--- config.mk ---
export PLATFORM = sky130hd
export DESIGN_NAME = oe_service_entry_parser_core
export DESIGN_NICKNAME = d
export VERILOG_FILES = /design/src/sv/oesep_pkg.sv /design/src/sv/oesep_in_stage.sv /design/src/sv/oesep_parse.sv /design/src/sv/oesep_out_stage.sv /design/src/sv/oe_service_entry_parser_core.sv
export SDC_FILE = /design/constraint.sdc
export NUM_CORES = 1
export LEC_CHECK = 0
export BUFFER_PORTS_ARGS = -buffer_cell sky130_fd_sc_hd__buf_2
export CELL_PAD_IN_SITES_DETAIL_PLACEMENT = 1
export CELL_PAD_IN_SITES_GLOBAL_PLACEMENT = 1
export CORE_MARGIN = 10
export CORE_UTILIZATION = 40
export CTS_BUF_LIST = sky130_fd_sc_hd__clkbuf_4 sky130_fd_sc_hd__clkbuf_8
export DETAILED_ROUTE_END_ITERATION = 7
export GPL_TIMING_DRIVEN = 0
export PLACE_DENSITY = 0.77
export SYNTH_ARGS = -nofsm -noshare
export SYNTH_HDL_FRONTEND = slang
export SYNTH_SLANG_ARGS = --single-unit
--- constraint.sdc ---
create_clock -name clk -period 11.95 [get_ports clk]
set_input_delay 0.5975 -clock clk [delete_from_list [all_inputs] [get_ports clk]]
set_output_delay 0.5975 -clock clk [all_outputs]
set_load 0.02 [all_outputs]
--- src/sv/oesep_pkg.sv ---
// ============================================================================
// oesep_pkg - shared types and constants of the other-ensemble service parser
// Item and result layouts, the one-hot parser phase type and the field masks
// used to split the CA id / count byte.
// ============================================================================
package oesep_pkg;

  // Field widths
  localparam int unsigned ByteW  = 8;
  localparam int unsigned SidW   = 32;
  localparam int unsigned CaW    = 3;
  localparam int unsigned EidW   = 16;
  localparam int unsigned IdxW   = 4;
  localparam int unsigned CntW   = 4;
  localparam int unsigned BcntW  = 2;

  // Masks of the CA id / ensemble-id count byte
  localparam logic [ByteW-1:0] CaMask  = 8'h70;
  localparam logic [ByteW-1:0] CntMask = 8'h0F;

  // Last service id byte index for 16-bit and 32-bit ids
  localparam logic [BcntW-1:0] SidLastShort = 2'd1;
  localparam logic [BcntW-1:0] SidLastLong  = 2'd3;

  // Stream packing widths
  localparam int unsigned InDataW  = 8;
  localparam int unsigned InUserW  = 3;
  localparam int unsigned OutDataW = 64;
  localparam int unsigned OutUserW = 3;
  localparam int unsigned OutUsedW = SidW + CaW + EidW + IdxW + CntW;

  // Parser phase, one-hot
  typedef enum logic [4:0] {
    PH_IDLE = 5'b00001,
    PH_SID  = 5'b00010,
    PH_CAB  = 5'b00100,
    PH_EIDH = 5'b01000,
    PH_EIDL = 5'b10000
  } phase_t;

  // One input byte with its framing flags
  typedef struct packed {
    logic [ByteW-1:0] data_byte;
    logic             fig_start;
    logic             fig_end;
    logic             is_other_ensemble;
    logic             is_data_service;
  } in_item_t;

  // One result
  typedef struct packed {
    logic [SidW-1:0] service_id;
    logic [CaW-1:0]  ca_id;
    logic [EidW-1:0] ensemble_id;
    logic [IdxW-1:0] eid_index;
    logic [CntW-1:0] eid_count;
    logic            change_event;
    logic            last_of_entry;
    logic            entry_other_ensemble;
    logic            truncated;
  } result_t;

  // Result of the parse logic for one byte
  typedef struct packed {
    logic    vld;
    result_t res;
  } parse_out_t;

  // Pipeline control shared by the stages
  typedef struct packed {
    logic item_vld;
    logic advance;
  } stage_ctl_t;

endpackage

--- src/sv/oesep_in_stage.sv ---
// ============================================================================
// oesep_in_stage - input register
// Holds one accepted byte until the parse stage consumes it. A new request is
// taken in the same cycle that the held byte moves on.
// ============================================================================
module oesep_in_stage (
  input  logic                 clk,
  input  logic                 rst_n,
  input  logic                 in_valid,
  output logic                 in_ready,
  input  oesep_pkg::in_item_t  in_item,
  input  logic                 advance,
  output logic                 item_vld,
  output oesep_pkg::in_item_t  item
);

  logic                valid_r;
  logic                valid_nxt;
  oesep_pkg::in_item_t item_r;
  logic                take;

  // Accept when empty or when the held byte leaves this cycle.
  assign in_ready = !valid_r || advance;
  assign take     = in_valid && in_ready;

  always_comb begin
    valid_nxt = valid_r;
    if (take) begin
      valid_nxt = 1'b1;
    end else if (advance) begin
      valid_nxt = 1'b0;
    end
  end

  always_ff @(posedge clk) begin
    if (!rst_n) begin
      valid_r <= 1'b0;
    end else begin
      valid_r <= valid_nxt;
    end
  end

  // Payload needs no reset.
  always_ff @(posedge clk) begin
    if (take) begin
      item_r <= in_item;
    end
  end

  assign item_vld = valid_r;
  assign item     = item_r;

endmodule

--- src/sv/oesep_parse.sv ---
// ============================================================================
// oesep_parse - entry parser state and per-byte decode
// Keeps the parser phase and the fields of the entry being read, and decides
// for each byte whether it produces a result and what that result holds.
// ============================================================================
module oesep_parse (
  input  logic                   clk,
  input  logic                   rst_n,
  input  oesep_pkg::stage_ctl_t  ctl,
  input  oesep_pkg::in_item_t    item,
  output oesep_pkg::parse_out_t  pout
);

  oesep_pkg::phase_t                 phase_r, phase_nxt;
  logic [oesep_pkg::BcntW-1:0]       bcnt_r, bcnt_nxt;
  logic [oesep_pkg::SidW-1:0]        sid_r, sid_nxt;
  logic [oesep_pkg::CaW-1:0]         ca_r, ca_nxt;
  logic [oesep_pkg::CntW-1:0]        cnt_r, cnt_nxt;
  logic [oesep_pkg::IdxW-1:0]        idx_r, idx_nxt;
  logic [oesep_pkg::ByteW-1:0]       eidh_r, eidh_nxt;
  logic                              oe_r, oe_nxt;
  logic                              pd_r, pd_nxt;

  logic                              start_entry;
  logic                              last_eid;
  logic [oesep_pkg::BcntW-1:0]       sid_last;
  logic [oesep_pkg::ByteW-1:0]       ca_bits;
  logic [oesep_pkg::ByteW-1:0]       cnt_bits;

  // An entry is open once its first service id byte has been taken.
  function automatic logic mid_entry(input oesep_pkg::phase_t ph,
                                     input logic [oesep_pkg::BcntW-1:0] bc);
    logic r;
    r = (ph == oesep_pkg::PH_CAB) || (ph == oesep_pkg::PH_EIDH) ||
        (ph == oesep_pkg::PH_EIDL) || ((ph == oesep_pkg::PH_SID) && (bc != '0));
    return r;
  endfunction

  assign sid_last = pd_r ? oesep_pkg::SidLastLong : oesep_pkg::SidLastShort;
  assign ca_bits  = item.data_byte & oesep_pkg::CaMask;
  assign cnt_bits = item.data_byte & oesep_pkg::CntMask;
  assign last_eid = ({1'b0, idx_r} + 5'd1) >= {1'b0, cnt_r};

  // Next state and result for the byte in the input register.
  always_comb begin
    phase_nxt   = phase_r;
    bcnt_nxt    = bcnt_r;
    sid_nxt     = sid_r;
    ca_nxt      = ca_r;
    cnt_nxt     = cnt_r;
    idx_nxt     = idx_r;
    eidh_nxt    = eidh_r;
    oe_nxt      = oe_r;
    pd_nxt      = pd_r;
    start_entry = 1'b0;
    pout        = '0;

    if (item.fig_start) begin
      // A header inside an open entry closes it as truncated.
      if (mid_entry(phase_r, bcnt_r)) begin
        pout.vld                      = 1'b1;
        pout.res.service_id           = sid_r;
        pout.res.ca_id                = ca_r;
        pout.res.eid_index            = idx_r;
        pout.res.eid_count            = cnt_r;
        pout.res.last_of_entry        = 1'b1;
        pout.res.entry_other_ensemble = oe_r;
        pout.res.truncated            = 1'b1;
      end
      oe_nxt      = item.is_other_ensemble;
      pd_nxt      = item.is_data_service;
      start_entry = 1'b1;
    end else begin
      unique case (phase_r)
        oesep_pkg::PH_SID: begin
          sid_nxt = {sid_r[oesep_pkg::SidW-oesep_pkg::ByteW-1:0], item.data_byte};
          if (bcnt_r >= sid_last) begin
            phase_nxt = oesep_pkg::PH_CAB;
            bcnt_nxt  = '0;
          end else begin
            bcnt_nxt = bcnt_r + 2'd1;
          end
        end
        oesep_pkg::PH_CAB: begin
          ca_nxt  = ca_bits[6:4];
          cnt_nxt = cnt_bits[3:0];
          idx_nxt = '0;
          if (cnt_bits[3:0] == '0) begin
            // An entry with no ensemble ids reports a change event.
            pout.vld                      = 1'b1;
            pout.res.service_id           = sid_r;
            pout.res.ca_id                = ca_bits[6:4];
            pout.res.change_event         = 1'b1;
            pout.res.last_of_entry        = 1'b1;
            pout.res.entry_other_ensemble = oe_r;
            start_entry                   = 1'b1;
          end else begin
            phase_nxt = oesep_pkg::PH_EIDH;
          end
        end
        oesep_pkg::PH_EIDH: begin
          eidh_nxt  = item.data_byte;
          phase_nxt = oesep_pkg::PH_EIDL;
        end
        oesep_pkg::PH_EIDL: begin
          pout.vld                      = 1'b1;
          pout.res.service_id           = sid_r;
          pout.res.ca_id                = ca_r;
          pout.res.ensemble_id          = {eidh_r, item.data_byte};
          pout.res.eid_index            = idx_r;
          pout.res.eid_count            = cnt_r;
          pout.res.last_of_entry        = last_eid;
          pout.res.entry_other_ensemble = oe_r;
          if (last_eid) begin
            start_entry = 1'b1;
          end else begin
            idx_nxt   = idx_r + 4'd1;
            phase_nxt = oesep_pkg::PH_EIDH;
          end
        end
        default: begin
          phase_nxt = oesep_pkg::PH_IDLE;
        end
      endcase
    end

    // Clear the entry fields for the next service id.
    if (start_entry) begin
      phase_nxt = oesep_pkg::PH_SID;
      bcnt_nxt  = '0;
      sid_nxt   = '0;
      ca_nxt    = '0;
      cnt_nxt   = '0;
      idx_nxt   = '0;
      eidh_nxt  = '0;
    end

    // The last byte of a FIG closes any open entry as truncated.
    if (item.fig_end) begin
      if (!item.fig_start && mid_entry(phase_nxt, bcnt_nxt)) begin
        if (pout.vld) begin
          pout.res.last_of_entry = 1'b1;
          pout.res.truncated     = 1'b1;
        end else begin
          pout.vld                      = 1'b1;
          pout.res.service_id           = sid_nxt;
          pout.res.ca_id                = ca_nxt;
          pout.res.eid_index            = idx_nxt;
          pout.res.eid_count            = cnt_nxt;
          pout.res.last_of_entry        = 1'b1;
          pout.res.entry_other_ensemble = oe_r;
          pout.res.truncated            = 1'b1;
        end
      end
      phase_nxt = oesep_pkg::PH_IDLE;
    end

    // Nothing happens without a byte moving on.
    if (!ctl.item_vld) begin
      pout.vld = 1'b0;
    end
  end

  // Parser state advances with each consumed byte.
  always_ff @(posedge clk) begin
    if (!rst_n) begin
      phase_r <= oesep_pkg::PH_IDLE;
      bcnt_r  <= '0;
      sid_r   <= '0;
      ca_r    <= '0;
      cnt_r   <= '0;
      idx_r   <= '0;
      eidh_r  <= '0;
      oe_r    <= 1'b0;
      pd_r    <= 1'b0;
    end else if (ctl.advance) begin
      phase_r <= phase_nxt;
      bcnt_r  <= bcnt_nxt;
      sid_r   <= sid_nxt;
      ca_r    <= ca_nxt;
      cnt_r   <= cnt_nxt;
      idx_r   <= idx_nxt;
      eidh_r  <= eidh_nxt;
      oe_r    <= oe_nxt;
      pd_r    <= pd_nxt;
    end
  end

endmodule

--- src/sv/oesep_out_stage.sv ---
// ============================================================================
// oesep_out_stage - result register
// Holds one result until the downstream side takes it; a new result loads in
// the same cycle that the held one is taken.
// ============================================================================
module oesep_out_stage (
  input  logic                   clk,
  input  logic                   rst_n,
  input  logic                   advance,
  input  oesep_pkg::parse_out_t  pout,
  input  logic                   out_ready,
  output logic                   out_valid,
  output oesep_pkg::result_t     res
);

  logic               valid_r;
  logic               valid_nxt;
  oesep_pkg::result_t res_r;

  // The stage advances only when this register is free or being emptied.
  always_comb begin
    valid_nxt = valid_r;
    if (advance) begin
      valid_nxt = pout.vld;
    end else if (out_ready) begin
      valid_nxt = 1'b0;
    end
  end

  always_ff @(posedge clk) begin
    if (!rst_n) begin
      valid_r <= 1'b0;
    end else begin
      valid_r <= valid_nxt;
    end
  end

  always_ff @(posedge clk) begin
    if (advance && pout.vld) begin
      res_r <= pout.res;
    end
  end

  assign out_valid = valid_r;
  assign res       = res_r;

endmodule

--- src/sv/oe_service_entry_parser_core.sv ---
// ============================================================================
// oe_service_entry_parser_core - other-ensemble service entry parser
// Parses the data field of FIG 0/24 one byte at a time and emits one request
// per ensemble id, a change event for an entry without ids, and a truncated
// marker when a FIG ends inside an entry.
//
//   channel | direction | tdata                      | tuser / tlast
//   --------+-----------+----------------------------+--------------------------
//   in_     | sink      | data_byte                  | start, OE, P/D / fig_end
//   out_    | source    | sid, ca, eid, index, count | change, OE, trunc / last
//
// One byte is consumed per clock cycle unless the result register is held; a
// byte goes into the input register and its result then into the result register.
// Reset is synchronous, active low, and empties both registers and returns
// the parser to idle.
// With out_tready low the result holds, one more byte waits in the input
// register, and in_tready then drops.
// ============================================================================
module oe_service_entry_parser_core (
  input  logic                                 clk,
  input  logic                                 rst_n,
  input  logic                                 in_tvalid,
  output logic                                 in_tready,
  // [7:0] data_byte
  input  logic [oesep_pkg::InDataW-1:0]        in_tdata,
  // [0] fig_start, [1] is_other_ensemble, [2] is_data_service
  input  logic [oesep_pkg::InUserW-1:0]        in_tuser,
  input  logic                                 in_tlast,
  output logic                                 out_tvalid,
  input  logic                                 out_tready,
  // [31:0] service_id, [34:32] ca_id, [50:35] ensemble_id,
  // [54:51] eid_index, [58:55] eid_count, [63:59] zero
  output logic [oesep_pkg::OutDataW-1:0]       out_tdata,
  // [0] change_event, [1] entry_other_ensemble, [2] truncated
  output logic [oesep_pkg::OutUserW-1:0]       out_tuser,
  output logic                                 out_tlast
);

  oesep_pkg::in_item_t   in_item;
  oesep_pkg::in_item_t   item;
  oesep_pkg::stage_ctl_t ctl;
  oesep_pkg::parse_out_t pout;
  oesep_pkg::result_t    res;
  logic                  item_vld;

  // Unpack the input request.
  always_comb begin
    in_item.data_byte         = in_tdata;
    in_item.fig_start         = in_tuser[0];
    in_item.is_other_ensemble = in_tuser[1];
    in_item.is_data_service   = in_tuser[2];
    in_item.fig_end           = in_tlast;
  end

  // The held byte moves on when the result register can take its result.
  always_comb begin
    ctl.item_vld = item_vld;
    ctl.advance  = item_vld && (!out_tvalid || out_tready);
  end

  oesep_in_stage u_in (
    .clk      (clk),
    .rst_n    (rst_n),
    .in_valid (in_tvalid),
    .in_ready (in_tready),
    .in_item  (in_item),
    .advance  (ctl.advance),
    .item_vld (item_vld),
    .item     (item)
  );

  oesep_parse u_parse (
    .clk   (clk),
    .rst_n (rst_n),
    .ctl   (ctl),
    .item  (item),
    .pout  (pout)
  );

  oesep_out_stage u_out (
    .clk       (clk),
    .rst_n     (rst_n),
    .advance   (ctl.advance),
    .pout      (pout),
    .out_ready (out_tready),
    .out_valid (out_tvalid),
    .res       (res)
  );

  // Pack the result request.
  assign out_tdata = {{(oesep_pkg::OutDataW - oesep_pkg::OutUsedW){1'b0}},
                      res.eid_count, res.eid_index, res.ensemble_id,
                      res.ca_id, res.service_id};
  assign out_tuser = {res.truncated, res.entry_other_ensemble, res.change_event};
  assign out_tlast = res.last_of_entry;

endmodule

* After elaboration in Yosys (flattened, before gate mapping)
Index checks and enable logic that the tools add are counted.
Operators by class: add/sub/neg operators 3, $lt $le $gt $ge 2, equality and inequality tests 9, muxes and demuxes 58, bitwise operators 2, reduce and logical (&&, ||, !) cells 27
Operators by type and width (count):
- 36-bit 2-to-1 mux | 5
- 32-bit 2-to-1 mux | 3
- 8-bit 2-to-1 mux | 9
- 36-bit one-hot mux with 2 select lines | 1
- 35-bit 2-to-1 mux | 1
- 5-bit 2-to-1 mux | 6
- 4-bit 2-to-1 mux | 6
- 3-bit 2-to-1 mux | 7
- 5-bit one-hot mux with 4 select lines | 1
- 2-bit 2-to-1 mux | 6
- 5-bit by 2-bit equality test with 1-bit output (second input constant) | 2
- 5-bit by 3-bit equality test with 1-bit output (second input constant) | 2
- 5-bit by 4-bit equality test with 1-bit output (second input constant) | 2
- 5-bit equality test (second input constant) | 2
- 1-bit 2-to-1 mux | 10
- 2-bit nonzero test | 5
- 1-bit logical OR | 8
- 4-bit one-hot mux with 2 select lines | 1
- 1-bit logical AND | 6
- 4-bit by 1-bit adder with 5-bit output (second input constant) | 1
- 5-bit by 4-bit greater-or-equal comparator with 1-bit output | 1
- 4-bit by 1-bit adder with 4-bit output (second input constant) | 1
- 4-bit zero test | 1
- 2-bit one-hot mux with 2 select lines | 1
- 9 further kinds | 13
Word-level totals: flip-flop bits (word level) 137, logic and storage cells 126

* Longest topological paths before layout
Gate-level depths: netlist of run 1.
depth in word-level cells 15, depth in mapped cells 10, depth with buffers taken out 9

* By module
A second synthesis of run 1 with hierarchy kept.
Second synthesis, totals: cells, all modules 447, area total of the unflattened synthesis 5775.5 sq um
By module, submodules not included:
- oesep_parse | times used 1, cells an instance 355, area each 3369.5 sq um, sequential area each 1201.2 sq um
- oesep_out_stage | times used 1, cells an instance 67, area each 1935.6 sq um, sequential area each 1911.8 sq um
- oesep_in_stage | times used 1, cells an instance 17, area each 417.9 sq um, sequential area each 380.4 sq um
- oe_service_entry_parser_core | times used 1, cells an instance 8, area each 52.6 sq um, sequential area each 0.0 sq um

* Least setup slack after synthesis of run 1
OpenSTA, ideal clock, no wires.
kind register -> register, start point register u_parse.idx_r[0] in the netlist's numbering, end point register u_out.res_r (netlist bit u_out.res[0]) (enable), setup time 505 ps, arrival time 5056 ps, required time 11445 ps, slack 6389 ps, stages on the path, launching flop included 10, buffers on the path 1, period minus slack after synthesis 5561 ps, cell sequence dfxtp_1 ha_1 xor2_1 ha_1 a21oi_1 o21ai_0 a22oi_1 o211ai_2 buf_6 a21oi_1
On the way: word-level cells in the longest chain between the ends 15
Ends and longest elaborated chain:
- from (decl) | line oesep_parse.sv:19 | logic [oesep_pkg::IdxW-1:0] idx_r, idx_nxt;
- from (signal assigned) | line oesep_parse.sv:182 | idx_r <= idx_nxt;
- 4-bit by 1-bit adder with 5-bit output (*) | line oesep_parse.sv:42 | assign last_eid = ({1'b0, idx_r} + 5'd1) >= {1'b0, cnt_r};
- 5-bit by 4-bit greater-or-equal comparator with 1-bit output (*) | line oesep_parse.sv:42
- 5-bit 2-to-1 mux / 1-bit 2-to-1 mux (equally long branches) | line oesep_parse.sv:114 | if (last_eid) begin
- 5-bit one-hot mux with 4 select lines / 1-bit one-hot mux with 2 select lines (equally long branches) | line oesep_parse.sv:74 | unique case (phase_r)
- 5-bit 2-to-1 mux / 1-bit 2-to-1 mux (equally long branches) | line oesep_parse.sv:58 | if (item.fig_start) begin
- 5-bit 2-to-1 mux | line oesep_parse.sv:128 | if (start_entry) begin
- 5-bit by 3-bit equality test with 1-bit output / 5-bit by 4-bit equality test with 1-bit output (equally long branches) | line oesep_parse.sv:34 | r = (ph == oesep_pkg::PH_CAB) || (ph == oesep_pkg::PH_EIDH) ||
- 1-bit logical OR (2 in a row) | line oesep_parse.sv:34
- 1-bit logical OR (*) | line oesep_parse.sv:35 | (ph == oesep_pkg::PH_EIDL) || ((ph == oesep_pkg::PH_SID) && (bc != '0));
- 1-bit logical AND (*) | line oesep_parse.sv:140 | if (!item.fig_start && mid_entry(phase_nxt, bcnt_nxt)) begin
- 36-bit 2-to-1 mux (*) | line oesep_parse.sv:140
- 36-bit 2-to-1 mux (*) | line oesep_parse.sv:139 | if (item.fig_end) begin
- 1-bit 2-to-1 mux (*) | line oesep_parse.sv:159 | if (!ctl.item_vld) begin
- 1-bit logical AND (*) | line oesep_out_stage.sv:39 | if (advance && pout.vld) begin
- to (signal assigned) | line oesep_out_stage.sv:40 | res_r <= pout.res;
- to (decl) | line oesep_out_stage.sv:18 | oesep_pkg::result_t res_r;
Mark *: on every way between the ends. The rest lies on a longest branch, timed or not. A chain may end at the register's enable or synchronous reset.

* Final worst setup path of run 1
start point register u_parse.idx_r[0] in the netlist's numbering, end point register u_out.res_r (netlist bit u_out.res[19]) (enable)
The elaborated chain is that of the path after synthesis.

==> metrics list, run 1 <==
- The run finished with clean final reports.
- Dpl hpwl: 10800 um
* R2R Path End: u_out.res[19]
- Total leakage power: 2.23 nW
- After the first detailed-routing iteration, the DRC count stood at 247.
- Chip height: 138 um
- Cell count after synthesis: 445
- The synthesized design contains 75 enable-type register cells.
- Mean area per synthesized cell: 12.5 sq um
- In the routed layout, each cell is associated on average with a via count of 5.43.
* Slew Limit Headroom: 38.7%
- 0 antenna diodes ended up in the layout.
- Number of nets in the layout: 573
* Min cycle time layout: 3.90 ns
- The tree is rooted in a clkbuf_8.
* Share of cells above drive strength 1: 25.0%
- Count of boundary I/O pins: 86
- Data required, critical path: 12.10 ns
- Die span in x: 138 um
- STA puts the critical path data arrival time at 4.05 ns.
- Slowest-stage cell, CP: a21oi_4
* Routed vias: 4036
- Largest net degree at the start of global routing: 25
- Peak per-stage delay on the critical path: 0.61 ns
- Total number of placement rows: 43
* Number of antenna violations at the first check in global routing: 0
- CORE AREA: 13800 sq um
* Detailed-routing iteration count for the pre-antenna-repair pass: 5
- The tightest min-delay check is of the in -> reg type.
- Once the floorplan was initialized, standard cells occupied 40.4% of the core.
- In this run the worst path has a maximum fanout of 24.
- Post-route DRC: 0
* Placement-stage cell area: 6270 sq um
- Start of the worst register-to-register path: u_parse.idx_r[0]
* WL final: 14500 um
* CTS tree: yes
- In the global route stage, met1 resource usage came out at 17.7%.
* Async set or reset register ratio after synthesis: 0%
- After layout, the worst path uses 32.6% of the clock period.
- Clock transition at path regs: 0.08 ns
- Global route total overflow: 0
- Clock sink total: 137
* Synth warn: 0
* Synthesis-stage register bit count: 137
- Max-cap viol count: 0
- Number of hold-repair buffers added at the cts stage: 0
- Source of the critical timing path: u_parse.idx_r[0]
* Post-route ant nets: 0
- With fillers left out, the area of the finished cells amounts to 6650 sq um.
- The library cell used most frequently in the layout, excluding fill and tap cells, is buf_2.
- Worst-case setup margin in the final layout: 8.05 ns
* Max-slew violation count: 0
- Number of cells upsized or downsized after cts: 0
- Drt wl/cell: 19.5 um
- Most used cells in the layout excluding fill and tap cells: buf_2 (84), edfxtp_1 (75), a22o_1 (68), dfxtp_1 (62), nand2_1 (34)
* Slack of the worst reg-to-reg path: 8.05 ns
* Hold Path Depth: 1
- Area growth from synthesis to layout: 19.6%
* Setup total negative slack: 0 ns
- The first global-routing pass estimated 22800 um of wire.
- The hold violation total from the final report was 0.
* Count of unique library cells instantiated by Yosys: 57
- Buffers inserted during clock tree synthesis total 17.
- Setup violations remaining at the end of the flow were counted as 0.
- STA classifies the critical path startpoint as a flop.
* Maximum clock frequency: 256 MHz
- Transition time at the pin with the least slew margin: 0.914 ns
* Sequential share of the synthesized area: 62.8%
* Final weighted congestion of routability-driven global placement: 0.901
- For met2 alone, demand over resource in global routing was 27.2%.
- Post-layout utilization of the core: 48.3%
- Buffers added to address setup during post-CTS repair amount to 0.
- Port Buffer Count: 80
* Global route hottest layer: met2
- Final Skew: 0.0154 ns
- OpenSTA, run right after detailed placement, puts the worst setup slack at 8.08 ns.
* Cell area after technology mapping: 5560 sq um
* CTS Buffer Depth: 2
- Setup repair after global routing left no endpoint under its margin.
* Number of cells on the worst reg-to-reg path: 11
* H-tree lvl count: 4
- Cell Pwr Density: 134 nW/um^2
- Tot GR Track Use: 15.6%
- Chain of cells forming the critical path: ha_1 -> xor2_1 -> ha_1 -> a21oi_1 -> o21ai_0 -> a22oi_1 -> o211ai_2 -> buf_6 -> a21oi_4 -> buf_16 -> buf_16
* Critical Setup Path Class: reg -> reg
* Die footprint: 19000 sq um
* Clock latency at the later pin of the worst-skew pair: 0.45 ns
- Top FF cell, synth: edfxtp_1
- The worst setup path is captured at a flop.
* Via count of the first global-routing pass: 4260
- Endpoint of the worst setup timing path: u_out.res[19]
* Peak ir drop on the vdd network: 0.0000484 V
- Global routing used 4.49% of the available met3 tracks.
-- through the flow --
step | hold slack (ns) | total power, W | cells
after floorplan | 0.435 | 0.000529 | 449
after global placement | 0.450 | 0.000542 | 709
after detailed placement | 0.465 | 0.000543 | 711
after CTS | 0.287 | 0.000901 | 743
after global routing | 0.298 | 0.000923 | 743
final | 0.320 | 0.000892 | 743
-- cell families (layout without fill, tap and decap cells) --
kind of cell	after synthesis	count (layout)	share of synthesized area (%)
simple gates	118	118	11.3
mux	1	1	0.202
fa+ha+maj	7	7	1.57
buf+inv	42	156	3.60
flops	137	137	62.8
other cells	1	5	0.0674
compound gates	136	136	20.0
xor+xnor	3	3	0.473
-- flip-flops by register name, summed over array words and instances (netlist names) --
register	flops
u_parse.idx_r	4
u_parse.ca_r	3
u_parse.eidh_r	8
u_parse.phase_r	5
u_parse.pd_r	1
u_parse.bcnt_r	2
u_in.item	12
u_parse.sid_r	32
u_out.out_valid	1
u_in.item_vld	1
u_out.res	63
u_parse.cnt_r	4
u_parse.oe_r	1
-- metal layers --
layer,routed length (um),up-vias
met5,0,-
met4,174,0
met3,812,15
met2,7370,88
met1,6160,2019
li1,-,1914
-- power breakdown --
group	internal [W]	switching [W]
logic	0.00000831	0.0000195
clock network	0.000177	0.000183
registers	0.000497	0.00000723
-- synth_stat cells (all sizes together) (8+ instances only) --
cell type | count | area [sq um]
buf | 15 | 98.9
o31ai | 8 | 60.1
inv | 8 | 30.0
a21oi | 10 | 50.1
nand3 | 18 | 90.1
a22o | 68 | 596
dfxtp | 62 | 1240
nor2 | 10 | 40.0
and2 | 23 | 144
clkbuf | 19 | 71.3
edfxtp | 75 | 2250
nand2 | 34 | 128
-- how the worst min path moves through the flow --
| stage | startpoint | end | slack [ns] |
|---|---|---|---|
| finish | in_tdata[7] | u_in.item[11] | 0.32 |
| global route | in_tlast | u_in.item[2] | 0.30 |
| CTS | in_tlast | u_in.item[2] | 0.29 |
| detailed placement | u_parse.eidh_r[6] | u_parse.eidh_r[6] | 0.47 |
| global placement | u_parse.oe_r | u_parse.oe_r | 0.45 |
| floorplan | u_parse.eidh_r[7] | u_parse.eidh_r[7] | 0.44 |
-- worst max-delay path, delay by kind of cell, from the launching register on --
kind / cells / cell delay [ns]
DFF: 1 / 0.46
adders and majority gates: 2 / 0.55
xor gates and xnor gates: 1 / 0.17
AOI/OAI and AO/OA: 5 / 1.75
buffers and inverters: 3 / 0.65
-- final cells by class --
cell class	count	area [sq um]
inverters	8	30.0
clock buffers	20	263
fillers	1520	7120
well taps	180	225
plain buffers	34	170
clock inverters	12	118
flip-flops and latches	137	3490
multi-input cells	270	1890
repair buffers	82	455
(Power assumes the default switching activity.)
==> run 2: changes to the inputs <==
- clock period: 11.95 -> 3.97 ns (I/O delays scaled with it)
==> run 2 against run 1 <==
  * Sequential share of layout area decreased by 1.3 points
  * Critical endpoint is now u_out.res[39]
  * Largest power group unchanged
  * Highest routed layer unchanged
  * Global-route usage increased by 0.66 points
  * Routed wire length increased by 2.9%
  * Via count increased by 3.1%
  * Register-to-register slack got worse by 7.6 ns
  * Critical path type unchanged
  * Non-clock buffer count increased by 14
==> metrics list, run 2 (synthesis gave the netlist of run 1 again) <==
- Number of flip-flops under the largest register name: 63
- Setup repair after global routing left no endpoint under its margin.
- Number of antenna violations at the first check in global routing: 0
- Post-route DRC: 0
* Largest net degree at the start of global routing: 28
* Post-layout power: 0.00279 W
- Total leakage power: 2.29 nW
- Maximum fanout along the worst path: 10
- From bottom edge to top edge, the die measures 138 um.
- Inserted Diodes: 0
* Arrival time of data at the critical path endpoint: 3.80 ns
* Dpl hpwl: 10900 um
* Final cycle utilization of the critical path: 88.0%
- H-tree lvl count: 4
- Met3 wire len: 1020 um
* Transition time at the pin with the least slew margin: 0.902 ns
- Setup violations remaining at the end of the flow were counted as 0.
* Cell chosen for the clock root: clkbuf_8
* Final Skew: 0.0125 ns
- Post-layout utilization of the core: 49.5%
* Die span in x: 138 um
- Port buffering added 80 buffers.
- Clock sink total: 137
* Global route total overflow: 0
* Die footprint: 19000 sq um
- Data required, critical path: 4.28 ns
* Number of nets in the layout: 587
- WL final: 14900 um
- Fin cells: 757
- The worst setup path is launched from a flop.
- Dividing the detail-routed via count by the number of cells gives 5.50.
* M1 WL: 6150 um
- Area growth from synthesis to layout: 22.5%
* Final hold viol count: 0
- Endpoint type of the worst setup path: flop
- Cells after DPL: 711
- Detailed routing placed a total of 7580 um of wire on met2.
- CTS tree: yes
* Maximum clock frequency: 286 MHz
* Number of design-rule violations left by the first detailed-router iteration: 300
* Status: completed
- At the later pin of the worst-skew pair, clock insertion delay measures 0.46 ns.
* First-pass GRT wire length: 23900 um
- The detail route stage leaves a number of antenna-violating nets equal to 0.
- Summing over every cut layer, the via total after detailed routing is 4161.
- Headroom to the max-slew limit came out at 39.5%.
* CTS Buffer Depth: 2
- Starting density of the core: 40.4%
- After detailed routing, the average wire length per cell comes to 19.7 um.
- Peak ir drop on the vdd network: 0.000148 V
- CORE AREA: 13800 sq um
- After filler insertion, the fill cell instance count of the layout stands at 1503.
- Most used cells in the layout excluding fill and tap cells: buf_2 (84), edfxtp_1 (75), a22o_1 (68), dfxtp_1 (62), nand2_1 (34)
- Leaving out fill and tap cells, the most frequent cell in the layout is buf_2.
- The tightest min-delay check is of the in -> reg type.
* Top routing layer in use: met4
- After floorplanning, the core was divided into 43 placement rows.
* Count of boundary I/O pins: 86
* Tot GR Track Use: 16.2%
* Max-slew violation count: 0
* Total clock buffers created by CTS: 17
- Dividing total power by cell area gives a power density of 409 nW/um^2.
* Critical Setup Path Class: reg -> reg
- Clock-pin slew was measured on the worst setup and hold paths at 0.09 ns.
- On the final layout, the worst hold slack is 0.0945 ns.
* Final weighted congestion of routability-driven global placement: 0.894
- Detailed-routing iteration count for the pre-antenna-repair pass: 4
* Share of cells above drive strength 1: 24.4%
* Via count of the first global-routing pass: 4416
* Min cycle time layout: 3.49 ns
- The tool flagged a number of max-cap violations equal to 0.
[run 2: cell types whose count changed in the layout (fill, tap and decap cells not counted)]
cell	change
dlygate4sd3_1	+13
inv_8	+1
clkinv_1	+1
inv_6	+1
bufinv_16	+1
buf_4	+1
clkbuf_4	-2
clkinv_2	-2
[run 2: worst paths after layout]
| path | start | end | slack, ns | depth (start not counted) |
|---|---|---|---|---|
| setup / recovery | u_parse.idx_r[0] | u_out.res[39] | 0.48 | 10 |
| hold / removal | out_tready | u_out.out_valid | 0.09 | 3 |
| setup reg to reg | u_parse.idx_r[0] | u_out.res[39] | 0.48 | 10 |
| hold reg to reg | u_parse.oe_r | u_parse.oe_r | 0.47 | 2 |
[run 2: through the flow]
| step | area, sq um | setup TNS (ns) | worst slack, ns |
|---|---|---|---|
| detailed placement | 6270 | 0 | 0.134 |
| global route | 6820 | 0 | 0.208 |
| floorplan | 5590 | 0 | 0.477 |
| global placement | 6210 | -19.38 | -0.312 |
| finish | 6820 | 0 | 0.477 |
| CTS | 6810 | 0 | 0.0920 |
[run 2: repair_timing]
action | in CTS | in global routing
gates resized for setup | 0 | 0
hold buffers | 13 | 0
setup buffers | 0 | 1
endpoints found under the setup margin | 0 | 27
hold endpoints to repair | 13 | 0
[run 2: layer usage]
metal  vias to the layer above  track usage (%)
met5                         -                0
met4                         0             5.74
met3                        15             4.57
met2                       128             27.5
met1                      2067             19.3
li1                       1951                -
[run 2: final cells by class]
class / count / area (sq um) / share of cell area, %
clock buffers: 18 / 248 / 3.64
flip-flops and latches: 137 / 3490 / 51.3
clock inverters: 14 / 161 / 2.37
multi-input cells: 270 / 1890 / 27.8
plain buffers: 34 / 170 / 2.50
repair buffers: 96 / 593 / 8.70
well taps: 180 / 225 / 3.30
inverters: 8 / 30.0 / 0.441
[run 2: report_power, final]
part / switching [W] / internal [W]
combinational: 0.0000602 / 0.0000333
sequential: 0.0000219 / 0.00150
clock: 0.000586 / 0.000589
total: 0.000668 / 0.00212
[run 2: worst max-delay path: stages, from the launching register on]
cell and delay [ns]:
dfxtp_1 0.47, ha_1 0.28, xor2_1 0.18, ha_1 0.26, a21oi_1 0.12, o21ai_0 0.14, a22oi_1 0.54, o211ai_1 0.18
o31ai_1 0.59, buf_2 0.34, a22o_1 0.23
==> run 3: changes to the inputs <==
- RECOVER_POWER: not set -> 100
==> run 3 against run 2 <==
  * Via count increased by 0.48%
  * Setup slack worse by 0.14 ns
  * Die area stayed put
  * Sequential cell count is the same
==> metrics list, run 3 (synthesis gave the netlist of run 1 again) <==
- Clock tree synthesis selected as its root buffer the cell clkbuf_8.
- Number of design-rule violations left by the first detailed-router iteration: 293
- Die footprint: 19000 sq um
* Final setup violating endpoints: 0
- The tightest min-delay check is of the in -> reg type.
- The finished cells cover 6700 sq um.
- CTS tree: yes
- The first global-routing pass estimated 23900 um of wire.
- Worst hold margin: 0.0978 ns
- Final weighted congestion of routability-driven global placement: 0.894
- In this run the number of H-tree levels came out at 4.
* Starting density of the core: 40.4%
- Based on the critical path, the design can be clocked at up to 275 MHz.
- Global route total overflow: 0
* Number of nets in the layout: 587
- Most used cells in the layout excluding fill and tap cells: clkbuf_1 (87), edfxtp_1 (75), a22o_1 (68), dfxtp_1 (62), nand2_1 (34)
- STA puts the critical path data required time at 4.11 ns.
- Across the run, the number of max-cap violations was 0.
- GRT met2 Usage: 27.5%
- For this block, the via count after detailed routing is 4181.
* Number of flip-flops under the largest register name: 63
- Total number of placement rows: 43
- In the final timing run, aggregate negative setup slack is 0 ns.
* Peak ir drop on the vdd network: 0.000149 V
* Clock latency at the later pin of the worst-skew pair: 0.46 ns
- RSZ-0062 raised after global routing: no
* Tot GR Track Use: 16.2%
- For this design, the sink count on the clock tree is 137.
* Chip height: 138 um
- The critical path is of the reg -> reg type.
* Endpoint type of the worst setup path: flop
- Worst-case setup margin in the final layout: 0.334 ns
* Final Skew: 0.0132 ns
- Share of cells above drive strength 1: 12.1%
- Entering global routing, the biggest net connects 28 pins.
- Slew Limit Headroom: 37.2%
- WL final: 15000 um
* Peak per-stage delay on the critical path: 0.52 ns
- The run finished with clean final reports.
- Die span in x: 138 um
* Cells after DPL: 711
- Most common cell after layout, fill and taps aside: clkbuf_1
- For this design the static power due to leakage is 2.19 nW.
- The critical path goes through ha_1 -> xor2_1 -> ha_1 -> a21oi_1 -> o21ai_0 -> a22oi_1 -> o211ai_1 -> buf_6 -> a21oi_4 -> buf_16 -> buf_6.
- Final cycle utilization of the critical path: 91.6%
- Vias per std cell: 5.52
- Detailed-routing iteration count for the pre-antenna-repair pass: 5
* Inserted Diodes: 0
* Worst Setup Start Kind: flop
- Worst slack, placed: 0.134 ns
- Placement-stage cell area: 6270 sq um
- After legalization and detailed placement, the total HPWL measured 10900 um.
- For this design the ratio of total power to cell area is 417 nW/um^2.
- At the pin with the least slew margin, the transition time is 0.936 ns.
* Fillers: 1519
- Max-slew violation count: 0
* Min cycle time layout: 3.64 ns
- For this design, the slowest cell found on the critical path is a22oi_1.
* Global Route met1 Usage: 19.3%
- For this run, design rule violations remaining after detail routing come to 0.
* Count of boundary I/O pins: 86
* Global route hottest layer: met2
- Fin cells: 757
- The initial antenna violation count came to 0.
- The area growth from synthesis to layout is 20.4%.
- In this run the deepest clock path goes through 2 buffers.
- Post-route ant nets: 0
* Port Buffer Count: 80
* Final hold viol count: 0
- After floorplanning, the core was sized to cover 13800 sq um.
- Data arrives at the worst endpoint at 3.78 ns.
* Number of cells upsized or downsized after cts: 0
- In this run the worst path has a maximum fanout of 27.
* Via count of the first global-routing pass: 4416
* Clock transition at path regs: 0.09 ns
- Global-route track usage on met3: 4.57%
- Drt wl/cell: 19.9 um
- Total clock buffers created by CTS: 17
## run 3: per-stage QoR
step	total power (W)	utilization [%]
after floorplan	0.00159	-
after global placement	0.00163	45.1
after detailed placement	0.00163	45.5
after CTS	0.00281	49.4
after global routing	0.00288	48.6
final	0.00279	48.6
## run 3: where the power goes
group / leakage, nW / total [W] / switching, W / internal [W]
registers: 1.05 / 0.00152 / 0.0000220 / 0.00150
clock network: 0.198 / 0.00118 / 0.000590 / 0.000590
logic: 0.936 / 0.0000930 / 0.0000601 / 0.0000329
## run 3: path summary, 6_finish.rpt
check,cells past startpoint,slack (ns),to,start
max,11,0.33,u_out.res[46],u_parse.idx_r[0]
min,3,0.1,u_out.out_valid,out_tready
max reg2reg,11,0.33,u_out.res[46],u_parse.idx_r[0]
min reg2reg,2,0.47,u_parse.oe_r,u_parse.oe_r
## run 3: cell type report
cell class	instances	area, sq um	share of cell area, %
multi-input combinational	270	1880	28.0
inverter	8	30.0	0.448
sequential	137	3490	52.2
timing repair buffer	96	492	7.34
tap	180	225	3.36
clock buffer	18	248	3.70
clock inverter	14	161	2.41
buffer	34	169	2.52
## run 3: timing repair
action / 4_1_cts / 5_1_grt
hold endpoints to repair: 13 / 0
setup endpoints to repair: 0 / 27
setup buffers: 0 / 1
hold buffers: 13 / 0
## run 3: worst max-delay path, delay by kind of cell (launching register included)
kind	cells	cell delay, ns
adders and majority gates	2	0.55
xor gates and xnor gates	1	0.18
AOI/OAI and AO/OA	5	1.37
DFF	1	0.49
buffers and inverters	3	0.70
## run 3: per-layer routing
| metal | routed length (um) | vias to the layer above |
|---|---|---|
| met5 | 0 | - |
| li1 | - | 1948 |
| met3 | 911 | 27 |
| met4 | 276 | 0 |
| met1 | 6280 | 2084 |
| met2 | 7570 | 122 |
